## src/hdl/owm_pkg.sv

```systemverilog
`timescale 1ns / 1ps

package owm_pkg;

  localparam int TIME_W      = 12;
  localparam int CFG_IDX_W   = 3;
  localparam int QUEUE_DEPTH = 4;
  localparam int QUEUE_PTR_W = $clog2(QUEUE_DEPTH);
  localparam int QUEUE_CNT_W = $clog2(QUEUE_DEPTH + 1);

  // Timing register defaults, in ticks
  localparam logic [TIME_W-1:0] RST_RESET_LOW     = 12'd480;
  localparam logic [TIME_W-1:0] RST_PRESENCE_SAMP = 12'd80;
  localparam logic [TIME_W-1:0] RST_RESET_TAIL    = 12'd400;
  localparam logic [TIME_W-1:0] RST_WRITE_ONE_LOW = 12'd1;
  localparam logic [TIME_W-1:0] RST_WRITE_SLOT    = 12'd50;
  localparam logic [TIME_W-1:0] RST_READ_LOW      = 12'd2;
  localparam logic [TIME_W-1:0] RST_READ_WAIT     = 12'd60;

  typedef enum logic [CFG_IDX_W-1:0] {
    REG_RESET_LOW     = 3'd0,
    REG_PRESENCE_SAMP = 3'd1,
    REG_RESET_TAIL    = 3'd2,
    REG_WRITE_ONE_LOW = 3'd3,
    REG_WRITE_SLOT    = 3'd4,
    REG_READ_LOW      = 3'd5,
    REG_READ_WAIT     = 3'd6
  } reg_idx_t;

  typedef enum logic [1:0] {
    OP_NONE  = 2'd0,
    OP_RESET = 2'd1,
    OP_WRITE = 2'd2,
    OP_READ  = 2'd3
  } op_t;

  typedef enum logic [2:0] {
    PH_IDLE      = 3'd0,
    PH_RST_LOW   = 3'd1,
    PH_RST_REL   = 3'd2,
    PH_RST_TAIL  = 3'd3,
    PH_SLOT_LOW  = 3'd4,
    PH_SLOT_HIGH = 3'd5,
    PH_RECOVER   = 3'd6
  } phase_t;

  // One classified tick as it travels from front to back
  typedef struct packed {
    op_t        op;
    logic [7:0] tx_byte;
    logic       line_level;
  } tick_t;

  // Beat handshake between stages
  typedef struct packed {
    logic valid;
    logic ready;
  } hs_t;

endpackage

```

## src/hdl/owm_front.sv

```systemverilog
`timescale 1ns / 1ps

module owm_front (
  input  logic              clk,
  input  logic              rst_n,
  input  logic              in_valid,
  output logic              in_ready,
  input  logic [1:0]        in_cmd,
  input  logic [7:0]        in_tx_byte,
  input  logic              in_line_level,
  output owm_pkg::tick_t    fr_tick,
  output logic              fr_valid,
  input  logic              fr_ready
);

  logic           valid_r, valid_nxt;
  owm_pkg::tick_t tick_r, tick_nxt;
  logic           accept;

  assign in_ready = !valid_r || fr_ready;
  assign accept   = in_valid && in_ready;

  // classify: decode command, keep tx byte only for writes
  always_comb begin
    tick_nxt            = tick_r;
    tick_nxt.op         = owm_pkg::op_t'(in_cmd);
    tick_nxt.line_level = in_line_level;
    tick_nxt.tx_byte    = (owm_pkg::op_t'(in_cmd) == owm_pkg::OP_WRITE) ? in_tx_byte : 8'd0;
  end

  always_comb begin
    valid_nxt = valid_r;
    if (accept) begin
      valid_nxt = 1'b1;
    end else if (fr_ready) begin
      valid_nxt = 1'b0;
    end
  end

  always_ff @(posedge clk) begin
    if (!rst_n) begin
      valid_r <= 1'b0;
    end else begin
      valid_r <= valid_nxt;
    end
  end

  always_ff @(posedge clk) begin
    if (accept) begin
      tick_r <= tick_nxt;
    end
  end

  assign fr_tick  = tick_r;
  assign fr_valid = valid_r;

endmodule

```

## src/hdl/owm_queue.sv

```systemverilog
`timescale 1ns / 1ps

module owm_queue (
  input  logic           clk,
  input  logic           rst_n,
  input  owm_pkg::tick_t push_data,
  input  logic           push_valid,
  output logic           push_ready,
  output owm_pkg::tick_t pop_data,
  output logic           pop_valid,
  input  logic           pop_ready
);

  owm_pkg::tick_t                    mem_r [owm_pkg::QUEUE_DEPTH];
  logic [owm_pkg::QUEUE_PTR_W-1:0]   wr_ptr_r, wr_ptr_nxt;
  logic [owm_pkg::QUEUE_PTR_W-1:0]   rd_ptr_r, rd_ptr_nxt;
  logic [owm_pkg::QUEUE_CNT_W-1:0]   cnt_r, cnt_nxt;
  logic                              push, pop;

  assign push_ready = (cnt_r != owm_pkg::QUEUE_CNT_W'(owm_pkg::QUEUE_DEPTH));
  assign pop_valid  = (cnt_r != '0);
  assign push       = push_valid && push_ready;
  assign pop        = pop_valid && pop_ready;
  assign pop_data   = mem_r[rd_ptr_r];

  always_comb begin
    wr_ptr_nxt = push ? wr_ptr_r + 1'b1 : wr_ptr_r;
    rd_ptr_nxt = pop ? rd_ptr_r + 1'b1 : rd_ptr_r;
    cnt_nxt    = cnt_r;
    if (push && !pop) begin
      cnt_nxt = cnt_r + 1'b1;
    end else if (pop && !push) begin
      cnt_nxt = cnt_r - 1'b1;
    end
  end

  always_ff @(posedge clk) begin
    if (!rst_n) begin
      wr_ptr_r <= '0;
      rd_ptr_r <= '0;
      cnt_r    <= '0;
    end else begin
      wr_ptr_r <= wr_ptr_nxt;
      rd_ptr_r <= rd_ptr_nxt;
      cnt_r    <= cnt_nxt;
    end
  end

  always_ff @(posedge clk) begin
    if (push) begin
      mem_r[wr_ptr_r] <= push_data;
    end
  end

endmodule

```

## src/hdl/owm_back.sv

```systemverilog
`timescale 1ns / 1ps

module owm_back (
  input  logic                            clk,
  input  logic                            rst_n,
  input  logic                            cfg_wr_en,
  input  logic [owm_pkg::CFG_IDX_W-1:0]   cfg_index,
  input  logic [owm_pkg::TIME_W-1:0]      cfg_data,
  input  owm_pkg::tick_t                  q_tick,
  input  logic                            q_valid,
  output logic                            q_pop,
  output logic                            out_valid,
  input  logic                            out_ready,
  output logic                            out_drive_low,
  output logic                            out_busy_res,
  output logic                            out_done_res,
  output logic                            out_presence,
  output logic [7:0]                      out_rx_byte
);

  localparam int TW = owm_pkg::TIME_W;

  // timing registers
  logic [TW-1:0] t_rst_low_r, t_pres_r, t_tail_r, t_w1_low_r, t_wslot_r, t_rd_low_r, t_rd_wait_r;

  // sequencer state
  owm_pkg::phase_t phase_r, phase_nxt, ph_cur;
  owm_pkg::op_t    op_r, op_cur;
  logic [TW-1:0]   tc_r, tc_nxt, tc_cur, cnt, lim;
  logic [2:0]      bi_r, bi_nxt, bi_cur;
  logic [7:0]      sh_r, sh_nxt, sh_cur;
  logic            pres_r, pres_nxt;
  logic [7:0]      rx_r, rx_nxt;
  logic            start, cur_bit, step_done;
  logic            drive_c, busy_c;

  // output register
  logic            ov_r, o_drive_r, o_busy_r, o_done_r, o_pres_r;
  logic [7:0]      o_rx_r;
  logic            fire;

  assign fire  = q_valid && (!ov_r || out_ready);
  assign q_pop = fire;

  always_ff @(posedge clk) begin
    if (!rst_n) begin
      t_rst_low_r <= owm_pkg::RST_RESET_LOW;
      t_pres_r    <= owm_pkg::RST_PRESENCE_SAMP;
      t_tail_r    <= owm_pkg::RST_RESET_TAIL;
      t_w1_low_r  <= owm_pkg::RST_WRITE_ONE_LOW;
      t_wslot_r   <= owm_pkg::RST_WRITE_SLOT;
      t_rd_low_r  <= owm_pkg::RST_READ_LOW;
      t_rd_wait_r <= owm_pkg::RST_READ_WAIT;
    end else if (cfg_wr_en) begin
      case (cfg_index)
        owm_pkg::REG_RESET_LOW:     t_rst_low_r <= cfg_data;
        owm_pkg::REG_PRESENCE_SAMP: t_pres_r    <= cfg_data;
        owm_pkg::REG_RESET_TAIL:    t_tail_r    <= cfg_data;
        owm_pkg::REG_WRITE_ONE_LOW: t_w1_low_r  <= cfg_data;
        owm_pkg::REG_WRITE_SLOT:    t_wslot_r   <= cfg_data;
        owm_pkg::REG_READ_LOW:      t_rd_low_r  <= cfg_data;
        owm_pkg::REG_READ_WAIT:     t_rd_wait_r <= cfg_data;
        default: ;
      endcase
    end
  end

  // a command on an idle tick starts the operation in that same tick
  always_comb begin
    start  = (phase_r == owm_pkg::PH_IDLE) && (q_tick.op != owm_pkg::OP_NONE);
    ph_cur = phase_r;
    op_cur = op_r;
    tc_cur = tc_r;
    bi_cur = bi_r;
    sh_cur = sh_r;
    if (start) begin
      op_cur = q_tick.op;
      tc_cur = '0;
      bi_cur = '0;
      sh_cur = q_tick.tx_byte;
      ph_cur = (q_tick.op == owm_pkg::OP_RESET) ? owm_pkg::PH_RST_LOW : owm_pkg::PH_SLOT_LOW;
    end
    cur_bit = sh_cur[bi_cur];
    cnt     = tc_cur + 1'b1;
  end

  // next state
  always_comb begin
    phase_nxt = ph_cur;
    tc_nxt    = cnt;
    bi_nxt    = bi_cur;
    sh_nxt    = sh_cur;
    pres_nxt  = pres_r;
    rx_nxt    = rx_r;
    step_done = 1'b0;
    lim       = '0;
    case (ph_cur)
      owm_pkg::PH_IDLE: begin
        tc_nxt = tc_r;
      end
      owm_pkg::PH_RST_LOW: begin
        if (cnt >= t_rst_low_r) begin
          phase_nxt = owm_pkg::PH_RST_REL;
          tc_nxt    = '0;
        end
      end
      owm_pkg::PH_RST_REL: begin
        if (cnt >= t_pres_r) begin
          pres_nxt  = !q_tick.line_level;
          phase_nxt = owm_pkg::PH_RST_TAIL;
          tc_nxt    = '0;
        end
      end
      owm_pkg::PH_RST_TAIL: begin
        if (cnt >= t_tail_r) begin
          phase_nxt = owm_pkg::PH_IDLE;
          tc_nxt    = '0;
          step_done = 1'b1;
        end
      end
      owm_pkg::PH_SLOT_LOW: begin
        if (op_cur == owm_pkg::OP_READ) begin
          lim = t_rd_low_r;
        end else begin
          lim = cur_bit ? t_w1_low_r : t_wslot_r;
        end
        if (cnt >= lim) begin
          // write zero skips the released part of the slot
          if (op_cur == owm_pkg::OP_WRITE && !cur_bit) begin
            phase_nxt = owm_pkg::PH_RECOVER;
          end else begin
            phase_nxt = owm_pkg::PH_SLOT_HIGH;
          end
          tc_nxt = '0;
        end
      end
      owm_pkg::PH_SLOT_HIGH: begin
        if (op_cur == owm_pkg::OP_READ && tc_cur == '0) begin
          sh_nxt[bi_cur] = sh_cur[bi_cur] | q_tick.line_level;
        end
        lim = (op_cur == owm_pkg::OP_READ) ? t_rd_wait_r : t_wslot_r;
        if (cnt >= lim) begin
          phase_nxt = owm_pkg::PH_RECOVER;
          tc_nxt    = '0;
        end
      end
      owm_pkg::PH_RECOVER: begin
        tc_nxt = '0;
        if (bi_cur == 3'd7) begin
          phase_nxt = owm_pkg::PH_IDLE;
          step_done = 1'b1;
          if (op_cur == owm_pkg::OP_READ) begin
            rx_nxt = sh_cur;
          end
        end else begin
          bi_nxt    = bi_cur + 1'b1;
          phase_nxt = owm_pkg::PH_SLOT_LOW;
        end
      end
      default: begin
        phase_nxt = owm_pkg::PH_IDLE;
        tc_nxt    = tc_r;
      end
    endcase
  end

  // outputs
  always_comb begin
    busy_c  = (ph_cur != owm_pkg::PH_IDLE);
    drive_c = (ph_cur == owm_pkg::PH_RST_LOW) || (ph_cur == owm_pkg::PH_SLOT_LOW);
  end

  always_ff @(posedge clk) begin
    if (!rst_n) begin
      phase_r <= owm_pkg::PH_IDLE;
      op_r    <= owm_pkg::OP_NONE;
      tc_r    <= '0;
      bi_r    <= '0;
      sh_r    <= '0;
      pres_r  <= 1'b0;
      rx_r    <= '0;
      ov_r    <= 1'b0;
    end else begin
      if (fire) begin
        phase_r <= phase_nxt;
        op_r    <= op_cur;
        tc_r    <= tc_nxt;
        bi_r    <= bi_nxt;
        sh_r    <= sh_nxt;
        pres_r  <= pres_nxt;
        rx_r    <= rx_nxt;
        ov_r    <= 1'b1;
      end else if (out_ready) begin
        ov_r    <= 1'b0;
      end
    end
  end

  always_ff @(posedge clk) begin
    if (fire) begin
      o_drive_r <= drive_c;
      o_busy_r  <= busy_c;
      o_done_r  <= step_done;
      o_pres_r  <= pres_nxt;
      o_rx_r    <= rx_nxt;
    end
  end

  assign out_valid     = ov_r;
  assign out_drive_low = o_drive_r;
  assign out_busy_res  = o_busy_r;
  assign out_done_res  = o_done_r;
  assign out_presence  = o_pres_r;
  assign out_rx_byte   = o_rx_r;

endmodule

```

## src/hdl/one_wire_master_top.sv

```systemverilog
`timescale 1ns / 1ps

// Channel   Handshake            Payload
// in_       in_valid/in_ready    in_cmd[1:0], in_tx_byte[7:0], in_line_level
// out_      out_valid/out_ready  out_drive_low, out_busy_res, out_done_res,
//                                out_presence, out_rx_byte[7:0]
// cfg_      cfg_wr_en            cfg_index[2:0], cfg_data[11:0]
//
// One tick beat in and one result beat out per clock, sustained while out_ready stays high.
// An input beat passes the front register, the 4-deep tick queue and the sequencer
// output register on its way to out_.
// The sequencer advances one bus tick per popped beat; its next-state logic is combinational.
// Reset (rst_n low, synchronous) idles the sequencer, empties the queue and
// reloads the timing registers with their defaults.
// A stalled out_ready holds the sequencer; the queue and the front register then
// absorb up to five further input beats before in_ready drops.

module one_wire_master_top (
  input  logic        clk,
  input  logic        rst_n,
  input  logic        in_valid,
  output logic        in_ready,
  input  logic [1:0]  in_cmd,
  input  logic [7:0]  in_tx_byte,
  input  logic        in_line_level,
  output logic        out_valid,
  input  logic        out_ready,
  output logic        out_drive_low,
  output logic        out_busy_res,
  output logic        out_done_res,
  output logic        out_presence,
  output logic [7:0]  out_rx_byte,
  input  logic        cfg_wr_en,
  input  logic [2:0]  cfg_index,
  input  logic [11:0] cfg_data
);

  owm_pkg::tick_t fr_tick, q_tick;
  logic           fr_valid, q_push_ready;
  logic           q_valid, q_pop;

  // front: registers and classifies each tick beat
  owm_front u_front (
    .clk           (clk),
    .rst_n         (rst_n),
    .in_valid      (in_valid),
    .in_ready      (in_ready),
    .in_cmd        (in_cmd),
    .in_tx_byte    (in_tx_byte),
    .in_line_level (in_line_level),
    .fr_tick       (fr_tick),
    .fr_valid      (fr_valid),
    .fr_ready      (q_push_ready)
  );

  // decoupling queue between front and sequencer
  owm_queue u_queue (
    .clk        (clk),
    .rst_n      (rst_n),
    .push_data  (fr_tick),
    .push_valid (fr_valid),
    .push_ready (q_push_ready),
    .pop_data   (q_tick),
    .pop_valid  (q_valid),
    .pop_ready  (q_pop)
  );

  // back: bus sequencer, timing registers and result register
  owm_back u_back (
    .clk           (clk),
    .rst_n         (rst_n),
    .cfg_wr_en     (cfg_wr_en),
    .cfg_index     (cfg_index),
    .cfg_data      (cfg_data),
    .q_tick        (q_tick),
    .q_valid       (q_valid),
    .q_pop         (q_pop),
    .out_valid     (out_valid),
    .out_ready     (out_ready),
    .out_drive_low (out_drive_low),
    .out_busy_res  (out_busy_res),
    .out_done_res  (out_done_res),
    .out_presence  (out_presence),
    .out_rx_byte   (out_rx_byte)
  );

  // a completing tick is always a busy tick
  a_done_busy: assert property (@(posedge clk) disable iff (!rst_n)
    out_valid && out_done_res |-> out_busy_res)
    else $error("done without busy");

  // the bus is only pulled low during an operation
  a_drive_busy: assert property (@(posedge clk) disable iff (!rst_n)
    out_valid && out_drive_low |-> out_busy_res)
    else $error("drive low while idle");

  // the sequencer only steps on a queued beat
  a_pop_valid: assert property (@(posedge clk) disable iff (!rst_n)
    q_pop |-> q_valid)
    else $error("pop from empty queue");

  // a front beat waiting on a full queue stays put
  a_front_hold: assert property (@(posedge clk) disable iff (!rst_n)
    fr_valid && !q_push_ready |=> fr_valid && $stable(fr_tick))
    else $error("front beat lost while queue full");

endmodule

```

## config.mk

```make
export PLATFORM = sky130hd
export DESIGN_NAME = one_wire_master_top
export DESIGN_NICKNAME = d
export VERILOG_FILES = /design/src/hdl/owm_pkg.sv /design/src/hdl/owm_front.sv /design/src/hdl/owm_queue.sv /design/src/hdl/owm_back.sv /design/src/hdl/one_wire_master_top.sv
export SDC_FILE = /design/constraint.sdc
export NUM_CORES = 1
export LEC_CHECK = 0
export CORE_MARGIN = 2
export CORE_UTILIZATION = 45
export CTS_CLUSTER_DIAMETER = 50
export DETAILED_ROUTE_END_ITERATION = 6
export DONT_BUFFER_PORTS = 1
export GPL_ROUTABILITY_DRIVEN = 0
export GPL_TIMING_DRIVEN = 1
export PLACE_DENSITY = 0.63
export SYNTH_ARGS = -nofsm -noshare
export SYNTH_HDL_FRONTEND = slang
export SYNTH_HIERARCHICAL = 1
export SYNTH_SLANG_ARGS = --single-unit
```

## constraint.sdc

```tcl
create_clock -name clk -period 7.25 [get_ports clk]
set_input_delay 1.45 -clock clk [delete_from_list [all_inputs] [get_ports clk]]
set_output_delay 1.45 -clock clk [all_outputs]
set_load 0.05 [all_outputs]
```

==> Word level (Yosys, flattened, before mapping) <==
Memory sizes are Yosys's and may differ from the RTL's. A register that Yosys moved wholly into a read port is not among the register bits.
Index checks and enable logic that the tools add are counted.
W data, S select, Z words.
{ "word_totals": {"output_inout_bits": 14, "elab_cells": 149, "romBits": 0, "reg_bits": 153, "latchBits": 0, "ram_bits": 44, "memories": 1, "inputBits": 31} }
{ "classes": {"shifts": 0, "muxes": 51, "n_reduce_logical": 38, "addsub": 6, "multipliers": 0, "n_eq_ne": 18, "div": 0, "n_bitwise": 1, "n_lt_le_gt_ge": 7} }
{ "memory_table": {"columns": ["memory", "words", "word_bits", "read_ports", "rd_ports_with_merged_regs", "write_ports", "line", "source"], "rows": [
  ["u_queue.mem_r", 4, 11, 1, 1, 1, "owm_queue.sv:14", "owm_pkg::tick_t mem_r [owm_pkg::QUEUE_DEPTH];"]
]} }
{ "op_table": {"columns": ["operator", "n"], "rows": [
  ["$mux W12", 10],
  ["$pmux W12 S6", 1],
  ["$ge A12 B12 Y1", 5],
  ["$mux W8", 6],
  ["$mux W3", 13],
  ["$eq A3 B3 Y1 const B", 7],
  ["$pmux W3 S7", 1],
  ["$reduce_and A2 Y1", 8],
  ["$add A12 B1 Y12 const B", 1],
  ["$eq A3 B2 Y1 const B", 4],
  ["$logic_not A12 Y1", 1],
  ["$mux W1", 12],
  ["$logic_and A1 B1 Y1", 10],
  ["$logic_not A3 Y1", 3],
  ["$bwmux W8", 1],
  ["$mux W2", 4],
  ["$reduce_bool A2 Y1", 4],
  ["$add A3 B1 Y3 const B", 2],
  ["$eq A2 B2 Y1 const B", 3],
  ["$eq A3 B1 Y1 const B", 2],
  ["$logic_not A1 Y1", 6],
  ["$reduce_bool A3 Y1", 2],
  ["$reduce_bool A6 Y1", 1],
  ["$add A2 B1 Y2 const B", 2],
  ["10 further kinds", 12]
]} }

==> Longest topological paths before layout <==
{ "depth": {"word_depth": 11, "mapped_depth": 22} }

==> Modules after synthesis <==
Netlist, hierarchy kept.
{ "modules_own_cells": {"columns": ["module", "n_inst", "area_each_um2", "cells_each"], "rows": [
  ["owm_back", 1, 7458.4, 921],
  ["owm_queue", 1, 2110.8, 105],
  ["owm_front", 1, 445.4, 25]
]} }

==> Worst setup path before layout <==
OpenSTA, ideal clock, no wires.
{ "synth_path": {"path_type": "register -> register", "startpoint": "register (tool-made name)", "endpoint": "register u_back.tc_r[2]", "slack_ns": 2.231, "setup_ns": 0.059, "stages_incl_launch_ff": 23, "arrival_ns": 4.961, "synth_period_minus_slack_ns": 5.019, "required_ns": 7.191, "cell_sequence": "dfxtp_1 -> buf_6 -> mux4_1 -> nor2_1 -> or3_4 -> clkbuf_1 -> nand2_1 -> inv_1 -> ha_1 -> and3_1 -> and3_1 -> nand3_1 -> xor2_1 -> nor2_1 -> ha_1 -> a21oi_1 -> nand2_1 -> a221oi_1 -> o31ai_1 -> o22a_1 -> a2111oi_4 -> buf_6 -> a22o_2"} }
{ "synth_rtl": {"columns": ["item", "line", "source"], "rows": [
  ["end signal, assigned", "owm_back.sv:187", "tc_r <= tc_nxt;"],
  ["end, declared", "owm_back.sv:29", "logic [TW-1:0] tc_r, tc_nxt, tc_cur, cnt, lim;"]
]} }

==> flow_metrics.env <==
export IMPL_clockBufferDepth=2
export IMPL_via_per_inst=5.50
export IMPL_synthTopCellsByCount="nand2_1 (246), dfxtp_1 (132), a21oi_1 (79)"
export IMPL_die_x_um=153
export IMPL_cp_max_fo=12
export IMPL_grt_pass1_wl_um=37200
export IMPL_fillers=2009
export IMPL_hold_path_cell_count=2
export IMPL_first_global_vias=6965
export IMPL_fp_coreArea_sq_um=21800
export IMPL_syn_avg_cell_area_sq_um=9.53
export IMPL_htree_levels=4
export IMPL_yosysMostFrequentCell="nand2_1"
export IMPL_diodes=0
export IMPL_post_route_period_util_pct=82.1
export IMPL_tightest_slew_ns=1.20
export IMPL_leakagePower_nw=4.10
export IMPL_r2r_cells=18
export IMPL_power_density_nw_per_um2=312
export IMPL_yosys_area_top_type_share_pct=26.4
export IMPL_routed_wl_um=22900
export IMPL_final_util_pct=49.8
export IMPL_cts_resized_gates=0
export IMPL_regToRegSetupSlack_ns=1.30
export IMPL_path_clk_slew_ns=0.09
export IMPL_power_mw=3.39
export IMPL_ios=45
export IMPL_ys_ff_latch=199
export IMPL_hold_viol=0
export IMPL_ys_top_cells_by_area="dfxtp_1 (26%), edfxtp_1 (20%), nand2_1 (9.2%)"
export IMPL_drv_cap=0
export IMPL_synth_top_flop_cell="dfxtp_1"
export IMPL_synthArstFlopShare_pct=0
export IMPL_endpoint="u_back/tc_r[9]"
export IMPL_netlist_instances=1051
export IMPL_fin_crit_ns=5.95
export IMPL_die_area_sq_um=23500
export IMPL_synth_net_count=1151
export IMPL_die_h_um=153
export IMPL_status="finished, violations left"
export IMPL_initial_core_util_pct=45.9
export IMPL_yosysWarnings=6
export IMPL_worstPathArrival_ns=6.32
export IMPL_crit_family="simple AND/OR/NAND/NOR gates"
export IMPL_cts_root_buf="clkbuf_16"
export IMPL_grt_max_degree=71
export IMPL_relSlewSlack_pct=19.6
export IMPL_whs_ns=0.455
export IMPL_start_kind="flip-flop"
export IMPL_fmax_mhz=168
export IMPL_ys_seq_area_share_pct=46.5
export IMPL_worst_setup_path_type="reg -> reg"
export IMPL_slew_viol_final=0
export IMPL_gr_total_overflow=0
export IMPL_synth_enable_flop_cells=67
export IMPL_final_cells=1325
export IMPL_timing_rr_end="u_back/tc_r[9]"
export IMPL_slowest_delay_ns=0.77
export IMPL_yosysUniqueCellTypes=71
export IMPL_finalSetupViolCount=0
export IMPL_synth_largest_area_cell="dfxtp_1"
export IMPL_wl_per_cell_um=17.3
export IMPL_cts_buffers=17
export IMPL_ant_nets=0
export IMPL_portBuffers=0
export IMPL_crit_chain="mux4_1 > nor2_1 > or3_4 > nand2_1 > inv_1 > ha_1 > and3_1 > and3_1 > nand3_1 > xor2_1 > nor2_1 > ha_1 > and4_1 > a221oi_1 > o31ai_1 > o22a_1 > a2111oi_4 > a22o_2"
export IMPL_vias=7286
export IMPL_post_place_cells=1293
export IMPL_num_rows=54
export IMPL_crit_slowest_cell="mux4_1"
export IMPL_synthesis_area_sq_um=10000
export IMPL_grt_usage_pct=20.0
export IMPL_clkLatencyLatePin_ns=0.44
export IMPL_area_growth_pct=8.53
export IMPL_final_layout_size_suffix_gt1_share_pct=7.56
export IMPL_nets=1132
export IMPL_path_buf_inv=1
export IMPL_drt_iter0_drc=545
export IMPL_dp_hpwl_um=16200
export IMPL_vdd_drop_max_uv=182
export IMPL_drc=25
export IMPL_path_depth=18
export IMPL_cts_tree="done"
export IMPL_hold_buffers=0
export IMPL_cts_sinks=199
export IMPL_dr_pass1_iters=7
export IMPL_antenna_found_initial=0
export IMPL_skew_ns=0.0149
export IMPL_violations="design-rule violations"
export IMPL_finalSetupTns_ns=0
export IMPL_hp_class="reg -> reg"
export IMPL_grt_setup_unrepaired="no"
export IMPL_post_cts_buffers=0
export IMPL_cp_required_ns=7.62
export IMPL_crit_path_end_kind="flip-flop"
==> sequential cells by signal, summed over array words and instances (netlist names), 8 cells and up, named ones only <==
signal              cells
u_queue/mem_r          44
u_back/t_pres_r        12
u_back/t_rd_low_r      12
u_back/t_rd_wait_r     12
u_back/t_rst_low_r     12
u_back/t_tail_r        12
u_back/t_w1_low_r      12
u_back/t_wslot_r       12
u_back/tc_r            12
u_front/fr_tick        11
u_back/out_rx_byte      8
u_back/rx_r             8
u_back/sh_r             8
==> cells by family after synthesis <==
| group | after synthesis | synth area share [%] |
|---|---|---|
| AO/OA/AOI/OAI | 203 | 13.8 |
| AND/OR/NAND/NOR | 422 | 18.8 |
| flip-flops | 199 | 46.5 |
| XOR/XNOR | 14 | 1.22 |
| buffers and inverters | 91 | 3.71 |
| multiplexers | 53 | 7.26 |
| adder cells (fa/ha/maj) | 69 | 8.70 |
==> placed cells by master (no fill, tap or decap), drive strengths merged, types with 4 or more instances in the layout <==
master and n:
nand2 246, dfxtp 132, a21oi 80, ha 68, edfxtp 67, inv 58
nor2 55, mux2i 38, nand3 36, a21boi 35, o21ai 25, and2 24
clkbuf 17, a22o 13, mux4 13, nand2b 11, nor2b 10, nor3 10
o211ai 9, and3 7, xnor2 7, xor2 7, buf 6, o21a 5
nand4 5, a211oi 5, or3 5, clkinv 4, a211o 4, o31ai 4
a2111oi 4
==> worst min-delay path: stages, from the launching register on <==
cell	delay [ns]
dfxtp_1	0.33
nand2_1	0.05
nand2_1	0.04
==> worst min path at each step <==
stage	start	to	slack (ns)
2_1_floorplan	u_back/sh_r[5]	u_back/sh_r[5]	0.43
3_3_place_gp	u_back/t_rd_wait_r[11]	u_back/t_rd_wait_r[11]	0.44
3_5_place_dp	u_back/t_w1_low_r[8]	u_back/t_w1_low_r[8]	0.45
4_1_cts	u_back/t_w1_low_r[8]	u_back/t_w1_low_r[8]	0.46
5_1_grt	u_back/t_w1_low_r[11]	u_back/t_w1_low_r[11]	0.47
6_report	u_back/sh_r[5]	u_back/sh_r[5]	0.46
==> stage by stage <==
step / area [sq um] / setup slack, ns
2_1_floorplan: 10000 / 2.23
3_3_place_gp: 10200 / 1.35
3_5_place_dp: 10200 / 1.28
4_1_cts: 10900 / 1.24
5_1_grt: 10900 / 0.683
6_report: 10900 / 1.30
==> power by group <==
part	leakage [nW]	switching, mW	internal (mW)	total, mW
Combinational	2.10	0.565	0.352	0.917
Sequential	1.70	0.198	1.27	1.47
Clock	0.307	0.515	0.487	1.00
==> per-layer routing <==
metal  vias to the layer above  routed length, um  track usage, %
met1                      3433              10900            27.6
met5                         -                  0               0
met4                         0                329            6.22
li1                       3646                  -               -
met3                        24               1270            4.28
met2                       183              10400            31.5
==> area by class of cell <==
cell class | instances | area, sq um | share of cell area, %
Tap cell | 280 | 350 | 3.22
Clock buffer | 17 | 425 | 3.91
Multi-Input combinational cell | 761 | 5010 | 46.1
Inverter | 47 | 176 | 1.62
Sequential cell | 199 | 4650 | 42.8
Timing Repair Buffer | 6 | 45.0 | 0.414
Clock inverter | 15 | 211 | 1.95
Power figures use the tool's default switching activity.
